<file path="src/rtl/rcsp_pkg.sv">
// Shared types and constants for the run-length chunk stream parser.
`timescale 1ns / 1ps

package rcsp_pkg;

    // Header layout
    localparam logic [3:0]  HDR_LEN_C = 4'd12;

    // Header constant bytes: four-character code and format tag
    localparam logic [7:0] MAGIC_0    = 8'h53;   // 'S'
    localparam logic [7:0] MAGIC_1    = 8'h4D;   // 'M'
    localparam logic [7:0] MAGIC_2    = 8'h43;   // 'C'
    localparam logic [7:0] MAGIC_3    = 8'h44;   // 'D'
    localparam logic [7:0] FORMAT_TAG = 8'h52;   // 'R'

    // Header byte positions that carry a check
    localparam logic [3:0] POS_MAGIC_0 = 4'd0;
    localparam logic [3:0] POS_MAGIC_1 = 4'd1;
    localparam logic [3:0] POS_MAGIC_2 = 4'd2;
    localparam logic [3:0] POS_MAGIC_3 = 4'd3;
    localparam logic [3:0] POS_VERSION = 4'd4;
    localparam logic [3:0] POS_BITS_X  = 4'd5;
    localparam logic [3:0] POS_BITS_Y  = 4'd6;
    localparam logic [3:0] POS_BITS_Z  = 4'd7;
    localparam logic [3:0] POS_FORMAT  = 4'd11;

    // Saturation limit of the running block total
    localparam logic [16:0] TOTAL_MAX = 17'h1FFFF;

    // Configuration register indexes
    typedef enum logic [2:0] {
        CFG_VERSION = 3'd0,
        CFG_BITS_X  = 3'd1,
        CFG_BITS_Y  = 3'd2,
        CFG_BITS_Z  = 3'd3,
        CFG_TOTAL   = 3'd4
    } cfg_index_t;

    // Status codes of the final record
    typedef enum logic [3:0] {
        ST_OK      = 4'd0,
        ST_CODE    = 4'd1,
        ST_VERSION = 4'd2,
        ST_BITS_X  = 4'd3,
        ST_BITS_Y  = 4'd4,
        ST_BITS_Z  = 4'd5,
        ST_FORMAT  = 4'd6,
        ST_COUNT   = 4'd7,
        ST_LENGTH  = 4'd8
    } status_t;

    // Record kinds
    localparam logic KIND_RUN    = 1'b0;
    localparam logic KIND_STATUS = 1'b1;

    // One result record
    typedef struct packed {
        logic        result_kind;
        logic [7:0]  block_type;
        logic [16:0] start_index;
        logic [7:0]  run_length;
        status_t     status;
        logic        final_flag;
    } rec_t;

    // Records produced by one input byte (count is 0, 1 or 2)
    typedef struct packed {
        logic [1:0] count;
        rec_t       rec0;
        rec_t       rec1;
    } rec_pair_t;

endpackage

</file>
<file path="src/rtl/rcsp_parser.sv">
// Parser state, configuration registers and per-byte record generation.
`timescale 1ns / 1ps

module rcsp_parser (
    input  logic                clk,
    input  logic                rst_n,
    input  logic                cfg_we,
    input  logic [2:0]          cfg_index,
    input  logic [16:0]         cfg_data,
    input  logic                in_accept,
    input  logic [7:0]          in_byte,
    input  logic                in_last,
    output rcsp_pkg::rec_pair_t recs
);

    // Configuration registers
    logic [7:0]  exp_version_reg;
    logic [3:0]  exp_bits_x_reg;
    logic [3:0]  exp_bits_y_reg;
    logic [3:0]  exp_bits_z_reg;
    logic [16:0] exp_total_reg;

    // Parse state
    logic [3:0]  hdr_pos_reg,   hdr_pos_next;
    logic [3:0]  hdr_err_reg,   hdr_err_next;
    logic        phase_reg,     phase_next;
    logic [7:0]  held_type_reg, held_type_next;
    logic [16:0] total_reg,     total_next;

    // Working values for the current byte
    logic        in_header;
    logic [3:0]  byte_err;
    logic [3:0]  err_upd;
    logic [3:0]  pos_upd;
    logic        phase_upd;
    logic [7:0]  type_upd;
    logic [16:0] total_upd;
    logic [17:0] total_sum;
    logic        run_emit;
    rcsp_pkg::status_t final_status;
    rcsp_pkg::rec_t    run_rec;
    rcsp_pkg::rec_t    stat_rec;

    // Configuration writes
    always_ff @(posedge clk or negedge rst_n)
    begin
        if (!rst_n)
        begin
            exp_version_reg <= 8'd1;
            exp_bits_x_reg  <= 4'd4;
            exp_bits_y_reg  <= 4'd4;
            exp_bits_z_reg  <= 4'd8;
            exp_total_reg   <= 17'h10000;
        end
        else if (cfg_we)
        begin
            unique case (cfg_index)
                rcsp_pkg::CFG_VERSION: exp_version_reg <= cfg_data[7:0];
                rcsp_pkg::CFG_BITS_X:  exp_bits_x_reg  <= cfg_data[3:0];
                rcsp_pkg::CFG_BITS_Y:  exp_bits_y_reg  <= cfg_data[3:0];
                rcsp_pkg::CFG_BITS_Z:  exp_bits_z_reg  <= cfg_data[3:0];
                rcsp_pkg::CFG_TOTAL:   exp_total_reg   <= cfg_data;
                default: ;
            endcase
        end
    end

    // Header byte check by position
    always_comb
    begin
        byte_err = rcsp_pkg::ST_OK;
        unique case (hdr_pos_reg)
            rcsp_pkg::POS_MAGIC_0:
                if (in_byte != rcsp_pkg::MAGIC_0) byte_err = rcsp_pkg::ST_CODE;
            rcsp_pkg::POS_MAGIC_1:
                if (in_byte != rcsp_pkg::MAGIC_1) byte_err = rcsp_pkg::ST_CODE;
            rcsp_pkg::POS_MAGIC_2:
                if (in_byte != rcsp_pkg::MAGIC_2) byte_err = rcsp_pkg::ST_CODE;
            rcsp_pkg::POS_MAGIC_3:
                if (in_byte != rcsp_pkg::MAGIC_3) byte_err = rcsp_pkg::ST_CODE;
            rcsp_pkg::POS_VERSION:
                if (in_byte != exp_version_reg) byte_err = rcsp_pkg::ST_VERSION;
            rcsp_pkg::POS_BITS_X:
                if (in_byte != {4'd0, exp_bits_x_reg}) byte_err = rcsp_pkg::ST_BITS_X;
            rcsp_pkg::POS_BITS_Y:
                if (in_byte != {4'd0, exp_bits_y_reg}) byte_err = rcsp_pkg::ST_BITS_Y;
            rcsp_pkg::POS_BITS_Z:
                if (in_byte != {4'd0, exp_bits_z_reg}) byte_err = rcsp_pkg::ST_BITS_Z;
            rcsp_pkg::POS_FORMAT:
                if (in_byte != rcsp_pkg::FORMAT_TAG) byte_err = rcsp_pkg::ST_FORMAT;
            default: byte_err = rcsp_pkg::ST_OK;
        endcase
    end

    // Saturating add of the pair count
    assign total_sum = {1'b0, total_reg} + {10'd0, in_byte};

    // State update for one byte, before the end-of-file clear
    always_comb
    begin
        in_header = (hdr_pos_reg < rcsp_pkg::HDR_LEN_C);
        err_upd   = hdr_err_reg;
        pos_upd   = hdr_pos_reg;
        phase_upd = phase_reg;
        type_upd  = held_type_reg;
        total_upd = total_reg;
        run_emit  = 1'b0;
        if (in_header)
        begin
            if (hdr_err_reg == rcsp_pkg::ST_OK)
                err_upd = byte_err;
            pos_upd = hdr_pos_reg + 4'd1;
        end
        else if (!phase_reg)
        begin
            type_upd  = in_byte;
            phase_upd = 1'b1;
        end
        else
        begin
            phase_upd = 1'b0;
            if (in_byte != 8'd0)
            begin
                run_emit  = (hdr_err_reg == rcsp_pkg::ST_OK);
                total_upd = total_sum[17] ? rcsp_pkg::TOTAL_MAX : total_sum[16:0];
            end
        end
    end

    // Final status, first matching cause wins
    always_comb
    begin
        priority if (err_upd != rcsp_pkg::ST_OK)
            final_status = rcsp_pkg::status_t'(err_upd);
        else if (pos_upd < rcsp_pkg::HDR_LEN_C || phase_upd)
            final_status = rcsp_pkg::ST_LENGTH;
        else if (total_upd != exp_total_reg)
            final_status = rcsp_pkg::ST_COUNT;
        else
            final_status = rcsp_pkg::ST_OK;
    end

    // Record assembly
    always_comb
    begin
        run_rec.result_kind  = rcsp_pkg::KIND_RUN;
        run_rec.block_type   = held_type_reg;
        run_rec.start_index  = total_reg;
        run_rec.run_length   = in_byte;
        run_rec.status       = rcsp_pkg::ST_OK;
        run_rec.final_flag   = 1'b0;

        stat_rec.result_kind = rcsp_pkg::KIND_STATUS;
        stat_rec.block_type  = 8'd0;
        stat_rec.start_index = 17'd0;
        stat_rec.run_length  = 8'd0;
        stat_rec.status      = final_status;
        stat_rec.final_flag  = 1'b1;

        recs.rec0  = run_emit ? run_rec : stat_rec;
        recs.rec1  = stat_rec;
        recs.count = 2'd0;
        if (in_accept)
            recs.count = {1'b0, run_emit} + {1'b0, in_last};
    end

    // Next state: end of file clears the parse state
    always_comb
    begin
        hdr_pos_next   = hdr_pos_reg;
        hdr_err_next   = hdr_err_reg;
        phase_next     = phase_reg;
        held_type_next = held_type_reg;
        total_next     = total_reg;
        if (in_accept)
        begin
            if (in_last)
            begin
                hdr_pos_next   = 4'd0;
                hdr_err_next   = rcsp_pkg::ST_OK;
                phase_next     = 1'b0;
                held_type_next = 8'd0;
                total_next     = 17'd0;
            end
            else
            begin
                hdr_pos_next   = pos_upd;
                hdr_err_next   = err_upd;
                phase_next     = phase_upd;
                held_type_next = type_upd;
                total_next     = total_upd;
            end
        end
    end

    always_ff @(posedge clk or negedge rst_n)
    begin
        if (!rst_n)
        begin
            hdr_pos_reg   <= 4'd0;
            hdr_err_reg   <= rcsp_pkg::ST_OK;
            phase_reg     <= 1'b0;
            held_type_reg <= 8'd0;
            total_reg     <= 17'd0;
        end
        else
        begin
            hdr_pos_reg   <= hdr_pos_next;
            hdr_err_reg   <= hdr_err_next;
            phase_reg     <= phase_next;
            held_type_reg <= held_type_next;
            total_reg     <= total_next;
        end
    end

    // Header position never runs past the header length
    a_pos_bound: assert property (@(posedge clk) disable iff (!rst_n)
        hdr_pos_reg <= rcsp_pkg::HDR_LEN_C)
        else $error("header position past header length");

    // A run record only leaves after a full header with no error
    a_run_clean: assert property (@(posedge clk) disable iff (!rst_n)
        (in_accept && run_emit) |->
            (hdr_err_reg == rcsp_pkg::ST_OK && hdr_pos_reg == rcsp_pkg::HDR_LEN_C))
        else $error("run record after bad or short header");

    // Pair phase stays low while the header is still arriving
    a_phase_hdr: assert property (@(posedge clk) disable iff (!rst_n)
        (hdr_pos_reg < rcsp_pkg::HDR_LEN_C) |-> !phase_reg)
        else $error("pair open inside header");

endmodule

</file>
<file path="src/rtl/rcsp_out_fifo.sv">
// Record queue: takes up to two records a cycle, sends one a cycle while out_ready is high.
`timescale 1ns / 1ps

module rcsp_out_fifo #(
    parameter int unsigned DEPTH = 4
) (
    input  logic                clk,
    input  logic                rst_n,
    input  rcsp_pkg::rec_pair_t wr,
    output logic                room,
    output logic                out_valid,
    input  logic                out_ready,
    output rcsp_pkg::rec_t      out_rec
);

    localparam int unsigned PW = (DEPTH > 1) ? $clog2(DEPTH) : 1;
    localparam int unsigned CW = $clog2(DEPTH + 1);
    localparam logic [PW-1:0] LAST_PTR = PW'(DEPTH - 1);
    localparam logic [CW-1:0] ROOM_MAX = CW'(DEPTH - 2);

    rcsp_pkg::rec_t mem [DEPTH];

    logic [PW-1:0] wptr_reg, wptr_next;
    logic [PW-1:0] rptr_reg, rptr_next;
    logic [CW-1:0] count_reg, count_next;
    logic [PW-1:0] wptr_p1;
    logic [PW-1:0] wptr_p2;
    logic          pop;

    function automatic logic [PW-1:0] ptr_inc(input logic [PW-1:0] p);
        ptr_inc = (p == LAST_PTR) ? '0 : p + PW'(1);
    endfunction

    assign wptr_p1   = ptr_inc(wptr_reg);
    assign wptr_p2   = ptr_inc(wptr_p1);
    assign out_valid = (count_reg != '0);
    assign out_rec   = mem[rptr_reg];
    assign pop       = out_valid && out_ready;
    assign room      = (count_reg <= ROOM_MAX);

    // Storage writes
    always_ff @(posedge clk)
    begin
        if (wr.count != 2'd0)
            mem[wptr_reg] <= wr.rec0;
        if (wr.count == 2'd2)
            mem[wptr_p1] <= wr.rec1;
    end

    // Pointer and fill count update
    always_comb
    begin
        wptr_next  = wptr_reg;
        rptr_next  = pop ? ptr_inc(rptr_reg) : rptr_reg;
        count_next = count_reg + CW'(wr.count) - CW'(pop);
        unique case (wr.count)
            2'd1:    wptr_next = wptr_p1;
            2'd2:    wptr_next = wptr_p2;
            default: wptr_next = wptr_reg;
        endcase
    end

    always_ff @(posedge clk or negedge rst_n)
    begin
        if (!rst_n)
        begin
            wptr_reg  <= '0;
            rptr_reg  <= '0;
            count_reg <= '0;
        end
        else
        begin
            wptr_reg  <= wptr_next;
            rptr_reg  <= rptr_next;
            count_reg <= count_next;
        end
    end

    // Fill count never exceeds the depth
    a_no_overflow: assert property (@(posedge clk) disable iff (!rst_n)
        count_reg <= CW'(DEPTH))
        else $error("record queue overflow");

    // Writes arrive only when room was reported
    a_write_room: assert property (@(posedge clk) disable iff (!rst_n)
        (wr.count != 2'd0) |-> room)
        else $error("record write without room");

    // A stalled record stays offered and unchanged
    a_hold_rec: assert property (@(posedge clk) disable iff (!rst_n)
        (out_valid && !out_ready) |=> (out_valid && $stable(out_rec)))
        else $error("stalled record dropped or changed");

endmodule

</file>
<file path="src/rtl/rle_chunk_stream_parser_core.sv">
// Top level of the run-length chunk stream parser.
`timescale 1ns / 1ps

// Chunk stream parser.
// Input stream s_*: one file byte per request in s_tdata[7:0]; s_tlast marks
// the last byte of a file. Output stream m_*: one record per request.
// m_tuser is the record kind (0 run, 1 status); m_tlast is set on the status
// record that closes the file. Runs are sent before the status, so a consumer
// drops them when the status is not ok.
// Configuration: cfg_we writes cfg_data into register cfg_index (0 version,
// 1..3 X/Y/Z bit counts, 4 expected block total); write only while idle.
// With the queue empty, the first record of an accepted byte is registered in
// the queue and offered on m_* from there. Throughput: one byte per cycle
// while s_tready is high. A byte makes zero, one or two records, and the
// record queue (QUEUE_DEPTH entries) sends one per cycle while m_tready is
// high; s_tready is high while the queue has room for two records.
// Reset clears the parse state, empties the queue and loads the register
// defaults. When the receiver stalls, records wait in the queue and the input
// stops once fewer than two entries are free.
module rle_chunk_stream_parser_core #(
    parameter int unsigned QUEUE_DEPTH = 4
) (
    input  logic        clk,
    input  logic        rst_n,
    // Configuration write port
    input  logic        cfg_we,
    input  logic [2:0]  cfg_index,
    input  logic [16:0] cfg_data,
    // Byte input
    input  logic        s_tvalid,
    output logic        s_tready,
    input  logic [7:0]  s_tdata,     // [7:0] data_byte
    input  logic        s_tlast,     // is_final_byte
    // Record output
    output logic        m_tvalid,
    input  logic        m_tready,
    output logic [39:0] m_tdata,     // [7:0] block_type, [24:8] start_index,
                                     // [32:25] run_length, [36:33] status
    output logic        m_tuser,     // result_kind
    output logic        m_tlast      // final_flag
);

    rcsp_pkg::rec_pair_t recs;
    rcsp_pkg::rec_t      out_rec;
    logic                room;
    logic                in_accept;

    assign s_tready  = room;
    assign in_accept = s_tvalid && room;

    // Per-byte parsing
    rcsp_parser u_parser (
        .clk       (clk),
        .rst_n     (rst_n),
        .cfg_we    (cfg_we),
        .cfg_index (cfg_index),
        .cfg_data  (cfg_data),
        .in_accept (in_accept),
        .in_byte   (s_tdata),
        .in_last   (s_tlast),
        .recs      (recs)
    );

    // Record queue toward the consumer
    rcsp_out_fifo #(
        .DEPTH (QUEUE_DEPTH)
    ) u_out_fifo (
        .clk       (clk),
        .rst_n     (rst_n),
        .wr        (recs),
        .room      (room),
        .out_valid (m_tvalid),
        .out_ready (m_tready),
        .out_rec   (out_rec)
    );

    // Output packing
    assign m_tdata = {3'd0, out_rec.status, out_rec.run_length,
                      out_rec.start_index, out_rec.block_type};
    assign m_tuser = out_rec.result_kind;
    assign m_tlast = out_rec.final_flag;

endmodule
</file>
<file path="config.mk">
export PLATFORM = sky130hd
export DESIGN_NAME = rle_chunk_stream_parser_core
export DESIGN_NICKNAME = d
export VERILOG_FILES = /design/src/rtl/rcsp_pkg.sv /design/src/rtl/rcsp_parser.sv /design/src/rtl/rcsp_out_fifo.sv /design/src/rtl/rle_chunk_stream_parser_core.sv
export SDC_FILE = /design/constraint.sdc
export NUM_CORES = 1
export LEC_CHECK = 0
export ABC_AREA = 1
export BUFFER_PORTS_ARGS = -buffer_cell sky130_fd_sc_hd__buf_2
export CORE_MARGIN = 3
export CORE_UTILIZATION = 61
export DETAILED_ROUTE_END_ITERATION = 10
export PLACE_DENSITY = 0.85
export SYNTH_ARGS = -nofsm -noshare
export SYNTH_HDL_FRONTEND = slang
export SYNTH_SLANG_ARGS = --single-unit
</file>
<file path="constraint.sdc">
create_clock -name clk -period 3.3 [get_ports clk]
set_input_delay 0.33 -clock clk [delete_from_list [all_inputs] [get_ports clk]]
set_output_delay 0.33 -clock clk [all_outputs]
set_load 0.02 [all_outputs]
</file>
# Word level (Yosys, flattened, before mapping)
# Memory sizes are Yosys's and may differ from the RTL's.
# Cells that the tools add are included.
[word_totals]
out_inout_bits = 44
reg_bits = 78
mem_count = 1
mem_bits_rw = 156
[classes]
n_reduce_logical = 17
n_lt_le_gt_ge = 3
add_sub_neg = 8
eq_ne = 29
n_mux = 42
[memory_table]
columns = ["name", "words", "word_bits", "rd", "rd_ports_with_merged_regs", "write_ports", "line_no", "rtl"]
rows = [
  ["u_out_fifo.mem", 4, 39, 1, 0, 2, "rcsp_out_fifo.sv:21", "rcsp_pkg::rec_t mem [DEPTH];"],
]
[op_table]
columns = ["cell", "n"]
rows = [
  ["$mux 17", 5],
  ["$ne 8x7->1 const B", 5],
  ["$mux 39", 1],
  ["$pmux 4 s9", 1],
  ["$mux 4", 7],
  ["$mux 8", 3],
  ["$ne 8x4->1", 3],
  ["$add 17x8->18", 1],
  ["$ne 17x17->1", 1],
  ["$eq 4x3->1 const B", 4],
  ["$mux 1", 14],
  ["$mux 2", 6],
  ["$mux 3", 4],
  ["$reduce_and 2->1", 5],
  ["$eq 2x2->1 const B", 4],
  ["$eq 4x2->1 const B", 2],
  ["$logic_not 4->1", 2],
  ["$lt 4x4->1 const B", 2],
  ["$ne 8x8->1", 1],
  ["$reduce_bool 8->1", 1],
  ["$add 2x1->2 const B", 3],
  ["$eq 3x2->1 const B", 2],
  ["$add 4x1->4 const B", 1],
  ["$eq 4x1->1 const B", 1],
  ["other kinds (17)", 20],
]

# Longest topological paths before layout
[depth]
word_depth = 10
depth_mapped = 20
ltp_nobuf = 19

# Hierarchy
# Synthesis repeated with hierarchy kept, for this count alone.
[hier_totals]
hier_cells = 1560
area_unflattened_um2 = 13274.0
[by_module_without_submodules]
columns = ["mod", "seq_area_each_um2", "area_each_um2", "n_inst", "cells_per_inst"]
rows = [
  ["rcsp_out_fifo", 4859.7, 8180.3, 1, 829],
  ["rcsp_parser", 1783.0, 5059.9, 1, 725],
  ["rle_chunk_stream_parser_core", 0.0, 33.8, 1, 6],
]

# Least setup slack after synthesis
# Ideal clock, no wire load.
[synth_timing]
path_type = "input port to flip-flop"
start = "in s_tdata[3]"
end = "reg u_out_fifo.count_reg[2]"
path_buffers = 2
required_time_ps = 3171
path_stages = 17
slack_ps = 401
arrival_ps = 2771
setup_time_ps = 129
cell_sequence = "buf_2 nor2_2 nand2_2 nor2_8 nor2_8 inv_2 nor2_1 clkbuf_1 ha_1 nand2_1 ha_1 inv_1 ha_1 inv_1 fa_1 xnor2_1 xor2_1"
[synth_between]
elab_chain_len = 8
[synth_lines]
columns = ["element", "line_no", "rtl"]
rows = [
  ["start: declaration", "rle_chunk_stream_parser_core.sv:32", "input logic [7:0] s_tdata,"],
  ["$reduce_bool 8->1", "rcsp_parser.sv:122", "if (in_byte != 8'd0)"],
  ["$mux 1", "rcsp_parser.sv:122", ""],
  ["$mux 1", "rcsp_parser.sv:114", "else if (!phase_reg)"],
  ["$mux 1", "rcsp_parser.sv:108", "if (in_header)"],
  ["$add 1x1->2", "rcsp_parser.sv:164", "recs.count = {1'b0, run_emit} + {1'b0, in_last};"],
  ["$mux 2", "rcsp_parser.sv:163", "if (in_accept)"],
  ["$add 3x2->3", "rcsp_out_fifo.sv:55", "count_next = count_reg + CW'(wr.count) - CW'(pop);"],
  ["$sub 3x1->3", "rcsp_out_fifo.sv:55", ""],
  ["net u_out_fifo.count_next[2]", "rcsp_out_fifo.sv:25", "logic [CW-1:0] count_reg, count_next;"],
  ["end signal: assignment", "rcsp_out_fifo.sv:75", "count_reg <= count_next;"],
  ["end: declaration", "rcsp_out_fifo.sv:25", ""],
]
# The timed path passes the listed nets, and every way through them passes these cells.
# A chain may end at the register's enable or synchronous reset.

==> metrics.csv <==
stage;metric;value;unit
sta;fin crit share;93.7;%
route;routed len/inst;18.2;µm
cts;number of buffers created by CTS;24;
route;vias per cell;6.08;
critical_path;crit path capture type;flip-flop;
cts;Max Root-Sink Buffers;3;
critical_path;Crit path top cell by count;nand2_1;
placement;RD Place Congestion;0.993;
global_routing;Total GRT Usage;31.3;%
critical_path;CP Launch Type;flip-flop;
cts;clk_lat worst skew;0.53;ns
sta;max-slew violations;0;
sta;final hold vios;0;
cells_and_area;Layout fillers;1429;
floorplan;Boundary Pins;78;
route;iteration-0 DRC count of the detailed router;1438;
yosys;syn_area_per_cell;7.66;µm²
sta;relative slew slack;37.9;%
critical_path;crit path DAT;3.34;ns
cells_and_area;final core occ;71.7;%
cells_and_area;multi-input logic area;5320;µm²
critical_path;Critical Path RT;3.55;ns
floorplan;die area;20100;µm²
yosys;register bit total from synthesis;230;
yosys;Synth warnings;0;
pwr;Tot Pwr;10.6;mW
cts;number of clock sinks;230;
yosys;Post-Synthesis Cells;1464;
sta;Clock Skews;0.00968;ns
route;via count;10708;
pwr;Max VDD drop;0.778;mV
global_routing;vias in the first global route;10053;
cells_and_area;Antenna diodes;0;
yosys;Distinct cells, synth;46;
worst_hold_path;hold crit path type;primary input to flip-flop;
yosys;Mapped Area;11200;µm²
sta;Final Critical Period;3.09;ns
yosys;most frequent cell after synthesis;o21ai_0;
global_routing;grt total ovfl;0;
sta;Setup TNS Final;0;ns
cts;root buffer cell;clkbuf_16;
sta;Fmax;324;MHz
yosys;Synth area leader;dfxtp_1;
floorplan;site row count;48;
pwr;PD cells;839;nW/µm²
critical_path;crit path cell chain;ha_1, inv_1, fa_1, inv_1, nand2_1, nand2_1, nand3_1, nand2_2, nand3_1, nand2_1, nand3_1, nand2_1, nand2_1, nor2_1, nand4_1, nor2_1, nand2_2, nand2_2, a21oi_1;
yosys;Yosys top cell area share;24.3;%
placement;Inst Count DP;1715;
floorplan;Starting Density;63.5;%
route;detailed-router iteration count before antenna repair;5;
floorplan;chip height;142;µm
sta;WHS;0.0371;ns
critical_path;Max FO, Critical Path;7;
cts;CTS tree;built;
placement;dpl ws;0.0774;ns
yosys;Post-synth top cells;268 x o21ai_0, 250 x nand2_1, 159 x nand3_1;
critical_path;slowest CP cell;dfrtp_2;
route;post-route ant nets;0;
run;Max Cap Viol;0;
critical_path;crit path kind;flip-flop to flip-flop;
critical_path;slowest stage delay, CP;0.42;ns
floorplan;Die W;142;µm
floorplan;total core area;17700;µm²
cells_and_area;Reg area;5160;µm²
sta;Worst-Margin Slew;0.932;ns
sta;RSZ-0062 raised after global routing;no;
sta;final worst setup slack;0.209;ns
cells_and_area;post-route cell area;12700;µm²
yosys;Main synth FF type;dfxtp_1;
yosys;most area-consuming cells after synthesis;dfxtp_1 24%, dfrtp_1 16%, o21ai_0 12%;
cts;Setup Buffers After CTS;0;
cells_and_area;Final #Nets;1581;
pwr;P_leak;5.53;nW
sta;Setup Viol. Count Final;0;
placement;IO buf count;74;
yosys;post-synthesis async set-or-reset flop share;33.9;%
outcome;status;finished clean;
yosys;register area share after synthesis;46.0;%
cells_and_area;P&R area growth vs syn;12.8;%
global_routing;global-route wire length before repair;51.2;mm
cells_and_area;Layout Cells excl Fill;1761;
global_routing;initial antenna violation count;0;
cells_and_area;share of layout cells above drive strength 1;12.2;%
global_routing;largest net degree at the start of global routing;79;
placement;Post-DP Area;11800;µm²
cts;clk slew on worst S/H paths;0.06;ns
route;DRC viols;0;
cts;H-tree lvl count;1;
placement;HPWL Detailed;21.4;mm
cells_and_area;number of flip-flops in the largest register;152;
route;total wire length;32.0;mm
yosys;number of flops mapped to enable cells by yosys;16;
final timing paths:
| path | cells past startpoint | slack (ns) | endpoint | startpoint |
|---|---|---|---|---|
| min reg2reg | 2 | 0.47 | u_out_fifo.mem[2][0]$_SDFFE_PP1P_ | u_out_fifo.mem[2][0]$_SDFFE_PP1P_ |
| min | 2 | 0.04 | u_parser.exp_total_reg[9]$_DFFE_PN0P_ | cfg_data[9] |
| max in group asynchronous | 3 | 2.18 | u_parser.exp_bits_y_reg[2]$_DFFE_PN1P_ | rst_n |
| max | 19 | 0.21 | u_out_fifo.mem[1][2]$_DFFE_PP_ | u_parser.total_reg[0]$_DFFE_PN0P_ |
| min in group asynchronous | 2 | 0.36 | u_parser.exp_total_reg[13]$_DFFE_PN0P_ | rst_n |
| max reg2reg | 19 | 0.21 | u_out_fifo.mem[1][2]$_DFFE_PP_ | u_parser.total_reg[0]$_DFFE_PN0P_ |
cells in the final DEF (no fill, tap or decap), drive strengths merged, types with 2 or more instances in the layout:
master   instances
buf            109
o21ai          271
o22ai           47
xor2            13
edfxtp          16
a21boi           2
nand2          258
nor2           147
clkbuf          29
nor3             7
nand4           12
xnor2            9
dfxtp          136
ha              27
bufinv           4
fa               2
dfstp            5
a21oi           63
a211oi           4
nand3b          11
dfrtp           73
nand3          162
conb             3
or2              2
inv            103
clkinv          13
o2111ai          2
final cells by class:
type / count / area share, %
tap: 225 / 2.22
clock inverter: 15 / 1.45
timing repair buffer: 110 / 5.20
clock buffer: 29 / 5.13
sequential: 230 / 40.8
multi-input combinational: 1047 / 42.1
inverter: 105 / 3.11
critical path, delay by kind of cell, from the launching register on:
| kind | cells | cell delay, ns |
|---|---|---|
| buffers and inverters | 2 | 0.20 |
| adder cells (fa/ha/maj) | 2 | 0.65 |
| AO/OA/AOI/OAI | 1 | 0.08 |
| flip-flops | 1 | 0.42 |
| AND/OR/NAND/NOR | 14 | 1.44 |
kinds of logic after synthesis:
kind of cell    count (synthesis)  synth area share, %
compound gates                391                 18.4
buf+inv                       190                 6.86
flops                         230                 46.0
xor+xnor                       22                 1.72
fa+ha+maj                      29                 3.37
mux                             1                0.100
other cells                     1               0.0334
simple gates                  600                 23.6
where the power goes:
part,total [mW],internal [mW],switching [mW],leakage (nW)
sequential,3.76,3.33,0.435,2.24
combinational,4.01,1.30,2.71,2.88
clock,2.84,1.71,1.13,0.411
total,10.6,6.35,4.27,5.53
routing by layer:
metal / global-route usage, % / part of all wire, % / vias to the layer above
li1: - / - / 5054
met1: 42.1 / 40 / 5000
met2: 51.9 / 47 / 558
met3: 4.04 / 9.3 / 96
met4: 11.6 / 3.6 / 0
met5: 0 / 0 / -
what timing repair did:
item | in CTS | in global routing
gates resized for setup | 0 | 4
hold endpoints to repair | 45 | 0
hold buffers | 1 | 0
setup endpoints to repair | 0 | 12
(Power assumes the default switching activity.)
